$ cat config.mk
export PLATFORM = sky130hd
export DESIGN_NAME = hall_quadrature_position_tracker
export DESIGN_NICKNAME = d
export VERILOG_FILES = /design/src/hdl/hqpt_pkg.sv /design/src/hdl/hall_quadrature_position_tracker.sv /design/src/hdl/hqpt_cfg.sv /design/src/hdl/hqpt_hall.sv
export SDC_FILE = /design/constraint.sdc
export NUM_CORES = 1
export LEC_CHECK = 0
export BUFFER_PORTS_ARGS = -buffer_cell sky130_fd_sc_hd__buf_4
export CAP_MARGIN = 10
export CELL_PAD_IN_SITES_DETAIL_PLACEMENT = 0
export CELL_PAD_IN_SITES_GLOBAL_PLACEMENT = 1
export CORE_MARGIN = 2
export CORE_UTILIZATION = 53
export CTS_CLUSTER_SIZE = 20
export DETAILED_ROUTE_END_ITERATION = 6
export PLACE_DENSITY_LB_ADDON = 0.1
export SYNTH_ARGS = -nofsm -noshare
export SYNTH_HDL_FRONTEND = slang
export SYNTH_HIERARCHICAL = 1
export SYNTH_SLANG_ARGS = --single-unit
$ cat constraint.sdc
create_clock -name clk -period 27.4 [get_ports clk]
set_input_delay 5.48 -clock clk [delete_from_list [all_inputs] [get_ports clk]]
set_output_delay 5.48 -clock clk [all_outputs]
set_load 0.1 [all_outputs]
$ cat src/hdl/hqpt_pkg.sv
// ----------------------------------------------------------------------------
// hqpt_pkg
// Shared types, register indexes and reset values of the hall position tracker.
// ----------------------------------------------------------------------------
package hqpt_pkg;

	localparam int POSITION_BITS_DEF = 32;

	localparam int CFG_INDEX_BITS = 3;

	// Configuration register indexes
	localparam logic [CFG_INDEX_BITS-1:0] CFG_HALL_MODE        = 3'd0;
	localparam logic [CFG_INDEX_BITS-1:0] CFG_INVERT_DIRECTION = 3'd1;
	localparam logic [CFG_INDEX_BITS-1:0] CFG_DEBOUNCE_LIMIT   = 3'd2;
	localparam logic [CFG_INDEX_BITS-1:0] CFG_PERIOD_LIMIT     = 3'd3;
	localparam logic [CFG_INDEX_BITS-1:0] CFG_STALL_SPEED      = 3'd4;
	localparam logic [CFG_INDEX_BITS-1:0] CFG_LOST_THRESHOLD   = 3'd5;

	// Reset values
	localparam logic [1:0]  RST_HALL_MODE        = 2'd3;
	localparam logic        RST_INVERT_DIRECTION = 1'b0;
	localparam logic [7:0]  RST_DEBOUNCE_LIMIT   = 8'd6;
	localparam logic [15:0] RST_PERIOD_LIMIT     = 16'd6553;
	localparam logic [15:0] RST_STALL_SPEED      = 16'd65535;
	localparam logic [15:0] RST_LOST_THRESHOLD   = 16'd64;

	// Hall mode codes
	localparam logic [1:0] MODE_OFF  = 2'd0;
	localparam logic [1:0] MODE_QUAD = 2'd3;

	// Quadrature step codes after bit swap and xor
	localparam logic [1:0] QUAD_FWD = 2'b01;
	localparam logic [1:0] QUAD_REV = 2'b10;

	typedef struct packed {
		logic [1:0]  hall_mode;
		logic        invert_direction;
		logic [7:0]  debounce_limit;
		logic [15:0] period_limit;
		logic [15:0] stall_speed;
		logic [15:0] lost_threshold;
	} cfg_t;

	typedef struct packed {
		logic [7:0]  debounce;
		logic [15:0] speed;
		logic        enc;
		logic        edge_hit;
		logic [31:0] edges;
	} hall_out_t;

endpackage

$ cat src/hdl/hall_quadrature_position_tracker.sv
// ----------------------------------------------------------------------------
// hall_quadrature_position_tracker
// Debounced two-hall position and speed tracker for one motor.
// ----------------------------------------------------------------------------
// One sample tick per transfer on the input channel, one result per tick.
// A tick is captured in an input register, then processed by a single pass
// of debounce, period, decode and compare logic that writes the result
// register, so a new tick is taken every clock unless the input stalls. A
// tick's result is presented on the output from the result register. The
// result register lets the input keep flowing while a finished result waits;
// the input stalls only when both the input register and the result register
// are full and the result is not taken. Configuration writes must be made
// while no tick is in flight.
module hall_quadrature_position_tracker
	import hqpt_pkg::*;
#(
	parameter int POSITION_BITS = POSITION_BITS_DEF
) (
	input  logic                      clk,
	input  logic                      arst_n,
	input  logic                      cfg_valid,
	output logic                      cfg_ready,
	input  logic [CFG_INDEX_BITS-1:0] cfg_index,
	input  logic [15:0]               cfg_data,
	input  logic                      in_valid,
	output logic                      in_ready,
	input  logic                      hall_one,
	input  logic                      hall_two,
	input  logic                      moving_out,
	input  logic                      moving_in,
	output logic                      out_valid,
	input  logic                      out_ready,
	output logic signed [31:0]        position,
	output logic [15:0]               speed_period,
	output logic                      edge_seen,
	output logic                      lost_pulses
);

	cfg_t cfg;

	logic valid_s1;
	logic hall_one_s1;
	logic hall_two_s1;
	logic moving_out_s1;
	logic moving_in_s1;

	logic [7:0]               deb_q;
	logic [15:0]              speed_q;
	logic [1:0]               enc_cur_q;
	logic [1:0]               enc_prev_q;
	logic [POSITION_BITS-1:0] pos_q;
	logic                     lost_q;

	logic advance;
	logic step;

	hall_out_t h1;
	hall_out_t h2;

	logic [1:0]               enc_nx;
	logic [1:0]               code;
	logic [1:0]               enc_prev_nx;
	logic [POSITION_BITS-1:0] pos_nx;
	logic [31:0]              edge_diff;
	logic                     lost_nx;

	hqpt_cfg u_cfg (
		.clk       (clk),
		.arst_n    (arst_n),
		.cfg_valid (cfg_valid),
		.cfg_ready (cfg_ready),
		.cfg_index (cfg_index),
		.cfg_data  (cfg_data),
		.cfg       (cfg)
	);

	assign advance  = !out_valid || out_ready;
	assign step     = valid_s1 && advance;
	assign in_ready = !valid_s1 || advance;

	always_ff @(posedge clk or negedge arst_n) begin
		if (!arst_n) begin
			valid_s1 <= 1'b0;
		end else if (in_ready) begin
			valid_s1 <= in_valid;
		end
	end

	always_ff @(posedge clk) begin
		if (in_valid && in_ready) begin
			hall_one_s1   <= hall_one;
			hall_two_s1   <= hall_two;
			moving_out_s1 <= moving_out;
			moving_in_s1  <= moving_in;
		end
	end

	// hall one acts first on the shared debounce count and the speed latch
	hqpt_hall u_hall_one (
		.clk      (clk),
		.arst_n   (arst_n),
		.enable   (cfg.hall_mode[0]),
		.step     (step),
		.level    (hall_one_s1),
		.cfg      (cfg),
		.deb_in   (deb_q),
		.speed_in (speed_q),
		.enc_in   (enc_cur_q[0]),
		.result   (h1)
	);

	hqpt_hall u_hall_two (
		.clk      (clk),
		.arst_n   (arst_n),
		.enable   (cfg.hall_mode[1]),
		.step     (step),
		.level    (hall_two_s1),
		.cfg      (cfg),
		.deb_in   (h1.debounce),
		.speed_in (h1.speed),
		.enc_in   (enc_cur_q[1]),
		.result   (h2)
	);

	assign enc_nx = {h2.enc, h1.enc};
	assign code   = {enc_prev_q[0], enc_prev_q[1]} ^ enc_nx;

	always_comb begin
		edge_diff   = (h1.edges >= h2.edges) ? (h1.edges - h2.edges) : (h2.edges - h1.edges);
		pos_nx      = pos_q;
		enc_prev_nx = enc_prev_q;
		lost_nx     = lost_q;
		if (cfg.hall_mode == MODE_QUAD) begin
			enc_prev_nx = enc_nx;
			case (code)
				QUAD_FWD: pos_nx = cfg.invert_direction ? pos_q - POSITION_BITS'(1)
				                                        : pos_q + POSITION_BITS'(1);
				QUAD_REV: pos_nx = cfg.invert_direction ? pos_q + POSITION_BITS'(1)
				                                        : pos_q - POSITION_BITS'(1);
				default: ;
			endcase
			if (edge_diff >= {16'd0, cfg.lost_threshold}) begin
				lost_nx = 1'b1;
			end
		end else if (cfg.hall_mode != MODE_OFF) begin
			enc_prev_nx = enc_nx;
			// single hall: step by two in the hinted direction, outward wins
			if (enc_nx != enc_prev_q) begin
				if (moving_out_s1) begin
					pos_nx = pos_q + POSITION_BITS'(2);
				end else if (moving_in_s1) begin
					pos_nx = pos_q - POSITION_BITS'(2);
				end
			end
		end
	end

	always_ff @(posedge clk or negedge arst_n) begin
		if (!arst_n) begin
			deb_q      <= '0;
			speed_q    <= '0;
			enc_cur_q  <= '0;
			enc_prev_q <= '0;
			pos_q      <= '0;
			lost_q     <= 1'b0;
			out_valid  <= 1'b0;
		end else begin
			if (step) begin
				deb_q      <= h2.debounce;
				speed_q    <= h2.speed;
				enc_cur_q  <= enc_nx;
				enc_prev_q <= enc_prev_nx;
				pos_q      <= pos_nx;
				lost_q     <= lost_nx;
			end
			if (advance) begin
				out_valid <= valid_s1;
			end
		end
	end

	always_ff @(posedge clk) begin
		if (step) begin
			position     <= 32'(signed'(pos_nx));
			speed_period <= h2.speed;
			edge_seen    <= h1.edge_hit | h2.edge_hit;
			lost_pulses  <= lost_nx;
		end
	end

	a_lost_sticky: assert property (@(posedge clk) disable iff (!arst_n)
		lost_q |=> lost_q)
		else $error("lost pulse flag cleared without reset");

	a_ready_when_empty: assert property (@(posedge clk) disable iff (!arst_n)
		!out_valid |-> in_ready)
		else $error("input stalled with empty result register");

	a_pos_hold: assert property (@(posedge clk) disable iff (!arst_n)
		!step |=> $stable(pos_q) && $stable(enc_prev_q))
		else $error("position moved without a tick");

	a_speed_hold: assert property (@(posedge clk) disable iff (!arst_n)
		!step |=> $stable(speed_q) && $stable(deb_q))
		else $error("speed or debounce changed without a tick");

endmodule

$ cat src/hdl/hqpt_cfg.sv
// ----------------------------------------------------------------------------
// hqpt_cfg
// Configuration register file, written through its own valid/ready channel.
// ----------------------------------------------------------------------------
module hqpt_cfg
	import hqpt_pkg::*;
(
	input  logic                      clk,
	input  logic                      arst_n,
	input  logic                      cfg_valid,
	output logic                      cfg_ready,
	input  logic [CFG_INDEX_BITS-1:0] cfg_index,
	input  logic [15:0]               cfg_data,
	output cfg_t                      cfg
);

	cfg_t cfg_q;

	assign cfg_ready = 1'b1;
	assign cfg       = cfg_q;

	always_ff @(posedge clk or negedge arst_n) begin
		if (!arst_n) begin
			cfg_q.hall_mode        <= RST_HALL_MODE;
			cfg_q.invert_direction <= RST_INVERT_DIRECTION;
			cfg_q.debounce_limit   <= RST_DEBOUNCE_LIMIT;
			cfg_q.period_limit     <= RST_PERIOD_LIMIT;
			cfg_q.stall_speed      <= RST_STALL_SPEED;
			cfg_q.lost_threshold   <= RST_LOST_THRESHOLD;
		end else if (cfg_valid && cfg_ready) begin
			unique case (cfg_index)
				CFG_HALL_MODE:        cfg_q.hall_mode        <= cfg_data[1:0];
				CFG_INVERT_DIRECTION: cfg_q.invert_direction <= cfg_data[0];
				CFG_DEBOUNCE_LIMIT:   cfg_q.debounce_limit   <= cfg_data[7:0];
				CFG_PERIOD_LIMIT:     cfg_q.period_limit     <= cfg_data;
				CFG_STALL_SPEED:      cfg_q.stall_speed      <= cfg_data;
				CFG_LOST_THRESHOLD:   cfg_q.lost_threshold   <= cfg_data;
				default: ;
			endcase
		end
	end

endmodule

$ cat src/hdl/hqpt_hall.sv
// ----------------------------------------------------------------------------
// hqpt_hall
// One hall channel: debounce step on the shared counter, half-period counters,
// speed latch and rising-edge count.
// ----------------------------------------------------------------------------
module hqpt_hall
	import hqpt_pkg::*;
(
	input  logic        clk,
	input  logic        arst_n,
	input  logic        enable,
	input  logic        step,
	input  logic        level,
	input  cfg_t        cfg,
	input  logic [7:0]  deb_in,
	input  logic [15:0] speed_in,
	input  logic        enc_in,
	output hall_out_t   result
);

	logic        last_q;
	logic [15:0] per_high_q;
	logic [15:0] per_low_q;
	logic [31:0] edges_q;

	logic        last_nx;
	logic [15:0] high_nx;
	logic [15:0] low_nx;
	logic [31:0] edges_nx;
	logic [7:0]  deb_up;
	logic [7:0]  deb_nx;
	logic [15:0] speed_nx;
	logic        enc_nx;
	logic        take;

	always_comb begin
		deb_up   = deb_in + 8'd1;
		take     = 1'b0;
		deb_nx   = deb_in;
		speed_nx = speed_in;
		enc_nx   = enc_in;
		last_nx  = last_q;
		high_nx  = per_high_q;
		low_nx   = per_low_q;
		edges_nx = edges_q;
		if (enable) begin
			if (level != last_q) begin
				deb_nx = deb_up;
				if (deb_up > cfg.debounce_limit) begin
					take    = 1'b1;
					deb_nx  = '0;
					last_nx = level;
					enc_nx  = level;
					if (level) begin
						speed_nx = per_high_q;
						high_nx  = '0;
						edges_nx = edges_q + 32'd1;
					end else begin
						speed_nx = per_low_q;
						low_nx   = '0;
					end
				end
			end else if (deb_in != '0) begin
				deb_nx = deb_in - 8'd1;
			end
			// stall overrides any latch made this tick
			if (high_nx < cfg.period_limit) begin
				high_nx = high_nx + 16'd1;
			end else begin
				speed_nx = cfg.stall_speed;
			end
			if (low_nx < cfg.period_limit) begin
				low_nx = low_nx + 16'd1;
			end
		end
	end

	always_ff @(posedge clk or negedge arst_n) begin
		if (!arst_n) begin
			last_q     <= 1'b0;
			per_high_q <= '0;
			per_low_q  <= '0;
			edges_q    <= '0;
		end else if (step && enable) begin
			last_q     <= last_nx;
			per_high_q <= high_nx;
			per_low_q  <= low_nx;
			edges_q    <= edges_nx;
		end
	end

	assign result.debounce = deb_nx;
	assign result.speed    = speed_nx;
	assign result.enc      = enc_nx;
	assign result.edge_hit = take;
	assign result.edges    = edges_nx;

endmodule

; ---- Yosys cells after proc, flatten, opt, wreduce, memory -nomap -nowiden
; Cells that the tools add are included.
[totals]
regBits = 306
out_inout_bits = 53
elab_cells = 162
[op_classes]
add_sub_neg = 16
magnitude_cmp = 8
eq_ne = 11
muxes = 71
bitwise = 2
n_reduce_logical = 24
[op_table]
columns = op, count
row1 = 32-bit 2-to-1 mux, 16
row2 = 16-bit 2-to-1 mux, 30
row3 = 32-bit by 1-bit adder with 32-bit output (second input constant), 3
row4 = 16-bit by 1-bit adder with 16-bit output (second input constant), 4
row5 = 16-bit less-than comparator, 4
row6 = 8-bit 2-to-1 mux, 8
row7 = 32-bit case mux with 2 select lines, 1
row8 = 32-bit subtractor, 2
row9 = 32-bit by 2-bit adder with 32-bit output (second input constant), 1
row10 = 32-bit by 16-bit greater-or-equal comparator with 1-bit output, 1
row11 = 32-bit greater-or-equal comparator, 1
row12 = 32-bit by 1-bit subtractor with 32-bit output (second input constant), 1
row13 = 32-bit by 2-bit subtractor with 32-bit output (second input constant), 1
row14 = 2-bit AND reduction, 9
row15 = 8-bit by 1-bit adder with 8-bit output (second input constant), 2
row16 = 8-bit > comparator, 2
row17 = 8-bit nonzero test, 2
row18 = 8-bit by 1-bit subtractor with 8-bit output (second input constant), 2
row19 = 1-bit 2-to-1 mux, 14
row20 = 4-bit AND reduction, 2
row21 = 3-bit by 2-bit == test with 1-bit output (second input constant), 2
row22 = 3-bit == test (second input constant), 2
row23 = 2-bit == test (second input constant), 2
row24 = 1-bit logical AND, 4
row25 = 11 further kinds, 16

; ---- Logic depth before layout (Yosys ltp)
[depth]
ltp_word = 15
ltp_mapped = 53
ltp_nobuf = 45

; ---- Hierarchy
; Netlist, hierarchy kept.
[modules_own_cells]
columns = mod, instances, cells_per_inst, area_per_inst_um2, seq_area_each_um2
row1 = hall_quadrature_position_tracker, 1, 1438, 11049.3, 3198.1
row2 = hqpt_hall (u_hall_one), 1, 879, 6615.1, 1626.6
row3 = hqpt_hall (u_hall_two), 1, 798, 6162.2, 1626.6
row4 = hqpt_cfg, 1, 131, 2357.3, 1511.4

; ---- Worst setup path before layout
; Ideal clock, no wire load.
[synth_timing]
path_type = in2out
startpoint = input port out_ready
endpoint = output port in_ready
arrival_ns = 6.302
slack_ns = 15.618
cell_stages = 1
cell_sequence = nand3b_1
[synth_between]
elab_chain_len = 2
[synth_rtl]
columns = item, line
row1 = from (decl), hall_quadrature_position_tracker.sv:32  ; input logic out_ready,
row2 = 1-bit logical OR, hall_quadrature_position_tracker.sv:77  ; assign advance = !out_valid || out_ready;
row3 = 1-bit logical OR, hall_quadrature_position_tracker.sv:79  ; assign in_ready = !valid_s1 || advance;
row4 = to (decl), hall_quadrature_position_tracker.sv:26  ; output logic in_ready,
; Every way passes these cells.

==> qor.txt <==
Fillers = 4534
top cells by area, synth = dfrtp_1 21%, ha_1 8.3%, edfxtp_1 6.2%
r2r startpoint = deb_q[2]
Post-synth top flop = dfrtp_1
CTS tree = built
max-capacitance violation count = 0
IO buf count = 79
non-filler cells, final = 3882
Ports = 81
final clock skew = 0.0344 ns
Crit path top cell by count = ha_1
reg2reg path depth = 45
DRT antenna net count = 0
grt total ovfl = 0
Avg Synthesized Cell Area = 8.07 um^2
Arr. time, crit path = 13.10 ns
slew margin rel. = 17.4%
status = complete, no violations
WL/cell = 22.2 um
Vias/cell = 6.36
initial core utilization = 53.6%
Setup TNS = 0 ns
Worst Hold End = u_hall_one/edges_q[31]
root buffer cell = clkbuf_16
Hold Crit Start = u_hall_one/edges_q[31]
max frequency = 78.1 MHz
initial detailed-routing violation count = 2209
Core ar. = 48800 um^2
vias in the first global route = 23500
die area = 51200 um^2
Nets = 3391
sequential-to-total area share from yosys stat = 30.4%
top cell type's share of synthesized area = 21.4%
Area Growth Syn to Fin = 7.89%
Clock Pin Slew Worst Setup and Hold Paths = 0.06 ns
crit share post-route = 46.7%
# clock sinks = 306
dpl cells = 3810
gp weighted congestion = 0.964
cts hold-fix bufs = 0
reg2reg end = lost_pulses
Worst EP required = 27.70 ns
Global Route Usage Sum = 33.4%
initial antenna violation count = 2
ys async rst share = 82.4%
Yosys cell types = 101
CTS buffer count = 38
1st-pass router iterations = 6
crit path max-delay cell type = o21ai_0
Startpoint Class = flip-flop
Ys Warns = 6
total power = 2.78 mW
post-layout util = 57.8%
mapped cell area = 26200 um^2
Synth top cells by count = 407 x nand2_1, 268 x nor2_1, 224 x dfrtp_1, 220 x o21ai_0, 174 x ha_1
PostCTS Resize Cnt = 0
Crit path largest cell delay = 0.67 ns
htree depth = 2
Final Hold Fails = 0
PwrDens = 98.4 nW/um^2
Clock Latency Late Sink = 0.59 ns
pin count of the biggest net entering global routing = 149
Post-Syn Instances = 3246
minimum clock period = 12.80 ns
Post-synth EDFFs = 54
worst slew pin tran = 1.24 ns
Hold Crit Class = reg2reg
RSZ-0062 raised after global routing = no
final wirelength = 86300 um
dpl hpwl = 64700 um
Peak supply drop = 0.114 mV
Hold Crit Depth = 1
Crit Path Max Fanout = 23
Die X = 226 um
Post-CTS Repair Setup Buffers = 0
CP Capture Type = flip-flop
dominant cell type by area after synthesis = dfrtp_1
Final setup viols = 0
syn_nets = 3450
CTS max path bufs = 3
std cell rows = 81
Setup Crit Path Kind = reg2reg
most frequent cell after synthesis = nand2_1
register-to-register setup slack = 14.60 ns
share of cells above drive strength 1 = 10.6%
LEAKAGE = 12.1 nW
first-pass GRT wire length = 134000 um
DRC viols = 0
Max Slew Vio Count = 0
synthesized flop and latch total = 306
Die H = 226 um
via count = 24700
==> metal layers <==
layer  vias to the layer above  track usage, %  routed length [um]
met3                       171            3.94                5160
met2                       994            56.0               41200
met1                     12000            43.8               36300
met5                         -               0                   9
met4                         2            13.4                3690
li1                      11500               -                   -
==> worst max-delay path: cells and delay by family (launching register included) <==
| kind | cells | cell delay [ns] |
|---|---|---|
| xor gates and xnor gates | 4 | 0.78 |
| DFF | 1 | 0.52 |
| and+or+nand+nor | 20 | 5.41 |
| buffers and inverters | 3 | 0.86 |
| AOI/OAI and AO/OA | 14 | 3.61 |
| adders and majority gates | 4 | 1.30 |
==> through the flow <==
step / hold slack [ns] / cell area, um^2 / setup WS, ns
floorplan: 0.444 / 26200 / 15.62
global placement: 0.458 / 26900 / 15.19
detailed placement: 0.476 / 26900 / 14.93
CTS: 0.488 / 28200 / 14.85
global route: 0.505 / 28200 / 13.52
finish: 0.483 / 28200 / 14.60
==> sequential cells by signal, indices dropped and copies added, names as in the netlist, 2 cells and up <==
name,flops
deb_q,8
enc_cur_q,2
enc_prev_q,2
pos_q,32
position,32
speed_period,16
speed_q,16
u_cfg/cfg,59
u_hall_one/edges_q,32
u_hall_one/per_high_q,16
u_hall_one/per_low_q,16
u_hall_two/edges_q,32
u_hall_two/per_high_q,16
u_hall_two/per_low_q,16
==> logic make-up after synthesis <==
kind of cell | after synthesis | share of synthesized area (%)
AND/OR/NAND/NOR | 1290 | 24.2
AO/OA/AOI/OAI | 762 | 18.7
buffers and inverters | 379 | 6.04
flip-flops | 306 | 30.4
XOR/XNOR | 224 | 7.49
adder cells (fa/ha/maj) | 176 | 8.47
multiplexers | 108 | 4.69
other | 1 | 0.0143
==> where the power goes <==
group	internal (mW)	leakage, nW	switching, mW
Clock	0.318	0.632	0.217
Sequential	0.587	3.68	0.172
Combinational	0.492	7.77	0.994
==> placed cells by master (no fill, tap or decap), types with 22 or more instances in the layout <==
| cell | synthesis | routed |
|---|---|---|
| nand2_1 | 407 | 407 |
| nor2_1 | 268 | 267 |
| dfrtp_1 | 224 | 224 |
| o21ai_0 | 220 | 220 |
| ha_1 | 174 | 174 |
| inv_1 | 170 | 170 |
| a21oi_1 | 170 | 170 |
| xnor2_1 | 117 | 117 |
| xor2_1 | 107 | 107 |
| nand3_1 | 106 | 106 |
| buf_4 | 9 | 104 |
| nor3_1 | 101 | 101 |
| nand4_1 | 101 | 101 |
| mux2_2 | 78 | 78 |
| a211oi_1 | 66 | 66 |
| and2_1 | 64 | 64 |
| and3_1 | 56 | 56 |
| edfxtp_1 | 54 | 54 |
| clkbuf_16 | 0 | 39 |
| a31oi_1 | 36 | 36 |
| nor4_1 | 36 | 35 |
| a21o_1 | 32 | 32 |
| nand2b_1 | 28 | 28 |
| dfstp_2 | 28 | 28 |
| o211ai_1 | 22 | 22 |
==> worst max path at each step <==
stage          slack (ns)  startpoint           to
5_1_grt             13.52    deb_q[2]  lost_pulses
6_report            14.60    deb_q[2]  lost_pulses
3_3_place_gp        15.19    deb_q[2]  lost_pulses
4_1_cts             14.85    deb_q[2]  lost_pulses
3_5_place_dp        14.93    deb_q[2]  lost_pulses
2_1_floorplan       15.62   out_ready     in_ready
==> cell type report <==
| type | count | area (um^2) | share of cell area, % |
|---|---|---|---|
| repair buffers | 106 | 816 | 2.89 |
| multi-input cells | 2561 | 16700 | 58.9 |
| well taps | 664 | 831 | 2.94 |
| clock buffers | 48 | 1070 | 3.79 |
| diodes | 1 | 2.50 | 0.00886 |
| flip-flops and latches | 306 | 7960 | 28.2 |
| inverters | 174 | 656 | 2.32 |
| clock inverters | 22 | 262 | 0.926 |
No activity file was read; power rests on OpenSTA's default activity.
